===== src/ndw_pkg.sv =====
package ndw_pkg;

  // Default configuration of the block.
  localparam int ClusterIdsDef = 256;
  localparam int CountBitsDef  = 16;

  // Fixed field widths of the row and result transactions.
  localparam int IdBits     = 8;
  localparam int WeightBits = 16;

  // Result queue geometry.
  localparam int ResDepth   = 4;
  localparam int ResPtrBits = 2;
  localparam int ResOccBits = 3;

endpackage


===== src/ndw_res_fifo.sv =====
module ndw_res_fifo (
  input  logic                                clk_i,
  input  logic                                rst_ni,
  input  logic                                push_i,
  input  logic [ndw_pkg::WeightBits-1:0]      push_data_i,
  output logic                                valid_o,
  input  logic                                ready_i,
  output logic [ndw_pkg::WeightBits-1:0]      data_o,
  output logic [ndw_pkg::ResOccBits-1:0]      occ_o
);

  logic [ndw_pkg::WeightBits-1:0] entry_q [ndw_pkg::ResDepth];
  logic [ndw_pkg::ResPtrBits-1:0] wr_ptr_q, wr_ptr_d;
  logic [ndw_pkg::ResPtrBits-1:0] rd_ptr_q, rd_ptr_d;
  logic [ndw_pkg::ResOccBits-1:0] occ_q, occ_d;
  logic                           pop;

  // The head entry is shown whenever the queue holds a result.
  assign valid_o = (occ_q != '0);
  assign data_o  = entry_q[rd_ptr_q];
  assign occ_o   = occ_q;
  assign pop     = valid_o && ready_i;

  // Pointer and occupancy updates for push and pop in the same cycle.
  always_comb begin
    wr_ptr_d = push_i ? wr_ptr_q + 1'b1 : wr_ptr_q;
    rd_ptr_d = pop ? rd_ptr_q + 1'b1 : rd_ptr_q;
    occ_d    = occ_q + ndw_pkg::ResOccBits'(push_i) - ndw_pkg::ResOccBits'(pop);
  end

  always_ff @(posedge clk_i or negedge rst_ni) begin
    if (!rst_ni) begin
      wr_ptr_q <= '0;
      rd_ptr_q <= '0;
      occ_q    <= '0;
    end else begin
      wr_ptr_q <= wr_ptr_d;
      rd_ptr_q <= rd_ptr_d;
      occ_q    <= occ_d;
    end
  end

  // Result storage needs no reset.
  always_ff @(posedge clk_i) begin
    if (push_i) begin
      entry_q[wr_ptr_q] <= push_data_i;
    end
  end

endmodule


===== config.mk =====
export PLATFORM = sky130hd
export DESIGN_NAME = ndw_res_fifo
export DESIGN_NICKNAME = d
export VERILOG_FILES = /design/src/ndw_pkg.sv /design/src/ndw_res_fifo.sv
export SDC_FILE = /design/constraint.sdc
export NUM_CORES = 1
export LEC_CHECK = 0
export BUFFER_PORTS_ARGS = -buffer_cell sky130_fd_sc_hd__buf_4
export CAP_MARGIN = 20
export CORE_MARGIN = 2
export CORE_UTILIZATION = 30
export DETAILED_ROUTE_END_ITERATION = 10
export GPL_TIMING_DRIVEN = 0
export PLACE_DENSITY_LB_ADDON = 0.1
export RECOVER_POWER = 100
export SYNTH_ARGS = -nofsm -noshare
export SYNTH_HDL_FRONTEND = slang
export SYNTH_SLANG_ARGS = --single-unit

===== constraint.sdc =====
create_clock -name clk_i -period 4.68 [get_ports clk_i]
set_input_delay 0.702 -clock clk_i [delete_from_list [all_inputs] [get_ports clk_i]]
set_output_delay 0.702 -clock clk_i [all_outputs]
set_load 0.03 [all_outputs]

== After elaboration in Yosys (flattened, before gate mapping) ==
Memory sizes are Yosys's and may differ from the RTL's.
Cells that the tools add are included.

* Reduce and logical (&&, ||, !) cells: 2
* Multiplexer cells: 2
* Add/subtract/negate cells: 4

{| class="wikitable"
|+ Operator list
! cell !! count
|-
| adder 2 x 1 -> 2 bit, second input constant || 2
|-
| adder 3 x 1 -> 3 bit || 1
|-
| nonzero test 3 bit || 1
|-
| subtractor 3 x 1 -> 3 bit || 1
|-
| two-way mux 1 bit || 2
|-
| logical AND 1 bit || 1
|}

* Memories: 1
* Memory bits (writable): 64
* Register bits after elaboration: 7

{| class="wikitable"
|+ Memories
! memory !! words !! width !! read ports !! clocked after memory_dff !! write ports !! RTL line !! RTL
|-
| entry_q || 4 || 16 || 1 || 0 || 1 || ndw_res_fifo.sv:12 || <nowiki>logic [ndw_pkg::WeightBits-1:0] entry_q [ndw_pkg::ResDepth];</nowiki>
|}

== Logic depth before layout (Yosys ltp) ==
* Word-level depth: 3
* Mapped depth: 7

== Worst setup path after synthesis ==
OpenSTA, ideal clock, no wires.

* Kind: flip-flop to flip-flop
* Start point: register occ_q, in the netlist occ_o[1]
* End point: register occ_q, in the netlist occ_o[2]
* Arrival time: 1.966 ns
* Stages on the path, launching flop included: 8
* Clock period less this slack: 2.089 ns
* Library setup time: 0.123 ns
* Path slack: 2.591 ns
* Path through: dfrtp_1 > o31a_1 > ha_1 > inv_1 > ha_1 > fa_1 > xnor2_1 > xnor2_1

* Longest elaborated chain between the ends: 3
* Elaborated cells between the ends (all ways): 4
* Those cells by class: add/sub: 2; reduce/logical: 2

{| class="wikitable"
|+ RTL lines
! item !! RTL line !! RTL
|-
| start: declaration || ndw_res_fifo.sv:15 || <nowiki>logic [ndw_pkg::ResOccBits-1:0] occ_q, occ_d;</nowiki>
|-
| start signal: assignment || ndw_res_fifo.sv:35 || <nowiki>occ_q <= '0;</nowiki>
|-
| start signal: assignment || ndw_res_fifo.sv:39 || <nowiki>occ_q <= occ_d;</nowiki>
|-
| nonzero test 3 bit || ndw_res_fifo.sv:19 || <nowiki>assign valid_o = (occ_q != '0);</nowiki>
|-
| logical AND 1 bit || ndw_res_fifo.sv:22 || <nowiki>assign pop = valid_o && ready_i;</nowiki>
|-
| named net pop || ndw_res_fifo.sv:16 || <nowiki>logic pop;</nowiki>
|-
| subtractor 3 x 1 -> 3 bit || ndw_res_fifo.sv:28 || <nowiki>occ_d = occ_q + ndw_pkg::ResOccBits'(push_i) - ndw_pkg::ResOccBits'(pop);</nowiki>
|-
| named net occ_d (one bit) || ndw_res_fifo.sv:15 ||
|}

The timed path passes the listed nets, and every way through them passes these cells.
A chain may end at the register's enable or synchronous reset.

== Final worst setup path ==
* Start point: register rd_ptr_q[0] in the netlist's numbering
* End point: output port data_o[9] in the netlist's numbering

* Longest elaborated chain between the ends: 1

{| class="wikitable"
|+ RTL lines
! item !! RTL line !! RTL
|-
| start: declaration || ndw_res_fifo.sv:14 || <nowiki>logic [ndw_pkg::ResPtrBits-1:0] rd_ptr_q, rd_ptr_d;</nowiki>
|-
| start signal: assignment || ndw_res_fifo.sv:38 || <nowiki>rd_ptr_q <= rd_ptr_d;</nowiki>
|-
| memory read (4 x 16 bit) || - ||
|-
| end: declaration || ndw_res_fifo.sv:8 || <nowiki>output logic [ndw_pkg::WeightBits-1:0] data_o,</nowiki>
|}

Every way passes these cells.

==> impl_metrics.csv <==
group,metric,value,unit
route,vias,1259,
cells_and_area,layout.nets,195,
clocking,cts.htree.levels,3,
clocking,cts_hold_buf,0,
route,avgRoutedWirePerCell,16.9,um
yosys,syn-num-nets,145,
timing,setup_violations,0,
yosys,yosysWarningCount,0,
timing,final.setup.tns,0,ns
yosys,synth_seq_cells,71,
floorplan,die_w,99.7,um
cells_and_area,diodes,0,
critical_path,cpMostUsedCell,"clkbuf_1",
critical_path,cp-startpoint,"rd_ptr_q[0]$_DFFE_PN0P_",
global_routing,grt_max_degree,17,
global_routing,grt_usage,0.105,
power,report.power.total,2.04,mW
clocking,insertion_delay,0.33,ns
clocking,ctsRootBufferMaster,"clkbuf_8",
floorplan,ios,40,
power,power_switching,0.728,mW
floorplan,start_util,0.312,
place,hpwlAfterDp,3010,um
floorplan,dieArea,9940,um^2
critical_path,cp_max_fo,10,
timing,tightest_slew,1.31,ns
floorplan,fp-row-count,34,
route,post_drt_via_cell_ratio,4.50,
floorplan,core,8810,um^2
critical_path,endpoint_kind,"primary output",
route,drt-pass1-iter-count,4,
outcome,status,"finished clean",
clocking,post_cts_resized,0,
clocking,cts.reportedPaths.clkPinSlew,0.07,ns
power,p_sw_frac,0.358,
timing,fmax,296,MHz
clocking,post_cts_buffers,0,
route,drt_iter0_drc,12,
place,gp_congestion,0.730,
yosys,yosysSeqAreaShare,0.763,
cells_and_area,fin_cells,280,
cells_and_area,layout_commonest_cell,"edfxtp_1",
power,p_int,1.31,mW
clocking,cts_tree,"yes",
clocking,cts_sinks,71,
global_routing,grt_pass1_wl,7410,um
critical_path,worst_r2r_path_depth,4,
critical_path,r2r-end,"rd_ptr_q[1]$_DFFE_PN0P_",
global_routing,grt_pass1_vias,1419,
route,drc,0,
timing,hold_viol,0,
critical_path,arrival,2.68,ns
route,drt-total-wl,4730,um
timing,relSlewSlack,0.127,
critical_path,reg2reg_slack,2.46,ns
cells_and_area,final_cell_mix,"64 x edfxtp_1, 37 x clkbuf_1, 9 x clkbuf_8",
clocking,cts_max_path_buffers,2,
yosys,synthCells,118,
critical_path,cp_slowest_stage_delay,0.70,ns
cells_and_area,seqCellArea,2100,um^2
cells_and_area,syn2layout_area_growth,15.8,%
critical_path,crit_path_start_kind,"register",
timing,clock_skew,0.00654,ns
place,place_ws,2.46,ns
global_routing,grt_overflow_total,0,
clocking,numCtsBuffers,9,
timing,grt_setup_unrepaired,"no",
critical_path,crit_slowest_cell,"clkbuf_1",
run,drv_cap,0,
power,p_leak,1.08,nW
timing,post-route-period-util,0.722,
route,ant_nets,0,
timing,final.min_clock_period,3.38,ns
place,io_buffers,39,
critical_path,critPathKind,"register to primary output",
critical_path,cp.required,3.98,ns
power,seqPwrFrac,0.438,
global_routing,antenna_found_initial,0,
cells_and_area,fillCellCount,839,
power,worst_ir_drop_vdd,0.000335,V
critical_path,path_cells,"clkbuf_1, clkbuf_1, mux4_2, clkbuf_1",
power,powerDensity,639,nW/um^2
cells_and_area,multi_input_area,587,um^2
floorplan,fp.dieH,99.7,um
yosys,avgSynthCellArea,23.3,um^2
min_path,hp-class,"input port to async pin",
power,clockPowerShare,0.187,
timing,maxSlewViolCount,0,
yosys,netlist_area,2750,um^2
critical_path,timing.rr.start,"rd_ptr_q[0]$_DFFE_PN0P_",
timing,fin_ws,1.30,ns
place,place_inst,265,
yosys,yosysUniqueCellTypes,18,
power,p_comb_frac,0.376,
cells_and_area,drive_above_1_share,0.163,
worst max-delay path by stage:
stage	end	slack (ns)	depth (start not counted)
2_1_floorplan	occ_o[2]$_DFF_PN0_	2.59	7
3_3_place_gp	occ_o[2]$_DFF_PN0_	2.50	8
3_5_place_dp	occ_o[2]$_DFF_PN0_	2.46	8
4_1_cts	data_o[6]	2.14	4
5_1_grt	data_o[9]	1.05	4
6_report	data_o[9]	1.30	4
sequential cells by signal (all words and copies together), names as in the netlist:
register and count:
wr_ptr_q 2, entry_q 64, rd_ptr_q 2, occ_o 3
worst max-delay path, delay by kind of cell (launching register included):
| kind | cells | cell delay [ns] |
|---|---|---|
| buf+inv | 3 | 1.44 |
| mux | 1 | 0.59 |
| flops | 1 | 0.32 |
final cells by class:
type | count | share of cell area
Sequential cell | 71 | 0.659
Multi-Input combinational cell | 37 | 0.184
Timing Repair Buffer | 39 | 0.0554
Clock buffer | 13 | 0.0436
Tap cell | 108 | 0.0425
Inverter | 6 | 0.00708
Buffer | 4 | 0.00550
Clock inverter | 2 | 0.00275
cells by family (layout without fill, tap and decap cells):
kind of cell | Yosys count | in the layout | share of synthesized area
and+or+nand+nor | 6 | 6 | 0.0127
DFF | 71 | 71 | 0.763
xor gates and xnor gates | 5 | 5 | 0.0159
AOI/OAI and AO/OA | 3 | 3 | 0.00820
buffers and inverters | 10 | 64 | 0.0232
adders and majority gates | 7 | 7 | 0.0346
muxes | 16 | 16 | 0.142
cell usage after synthesis, drive strengths merged:
cell type	n	area share
dfrtp	7	0.064
o311ai	1	0.0032
edfxtp	64	0.70
mux4	16	0.14
fa	1	0.0073
ha	6	0.027
or3	1	0.0023
buf	4	0.015
inv	6	0.0082
and2	4	0.0091
o21ai	1	0.0018
xnor2	3	0.0096
o31a	1	0.0032
nand2	1	0.0014
xor2	2	0.0064
power by group through the flow:
stage	clock [mW]	sequential (mW)	combinational, mW
after floorplan	0	0.914	0.571
final	0.380	0.891	0.765
after CTS	0.397	0.893	0.882
after global routing	0.426	0.905	0.825
after global placement	0	0.894	0.867
after detailed placement	0	0.906	0.880
through the flow:
step	hold slack, ns	instance area, um^2	utilization
after floorplan	0.406	2750	-
after global placement	0.509	3180	0.361
after detailed placement	0.524	3180	0.361
after CTS	0.162	3320	0.377
after global routing	0.291	3180	0.361
final	0.272	3180	0.361
metal layers:
layer,share of wire,global-route usage,vias to the layer above
met2,0.53,0.176,31
met1,0.41,0.120,638
met5,0,0,-
met3,0.047,0.0379,8
met4,0.014,0.0474,0
li1,-,-,582
No activity file was read; power rests on OpenSTA's default activity.
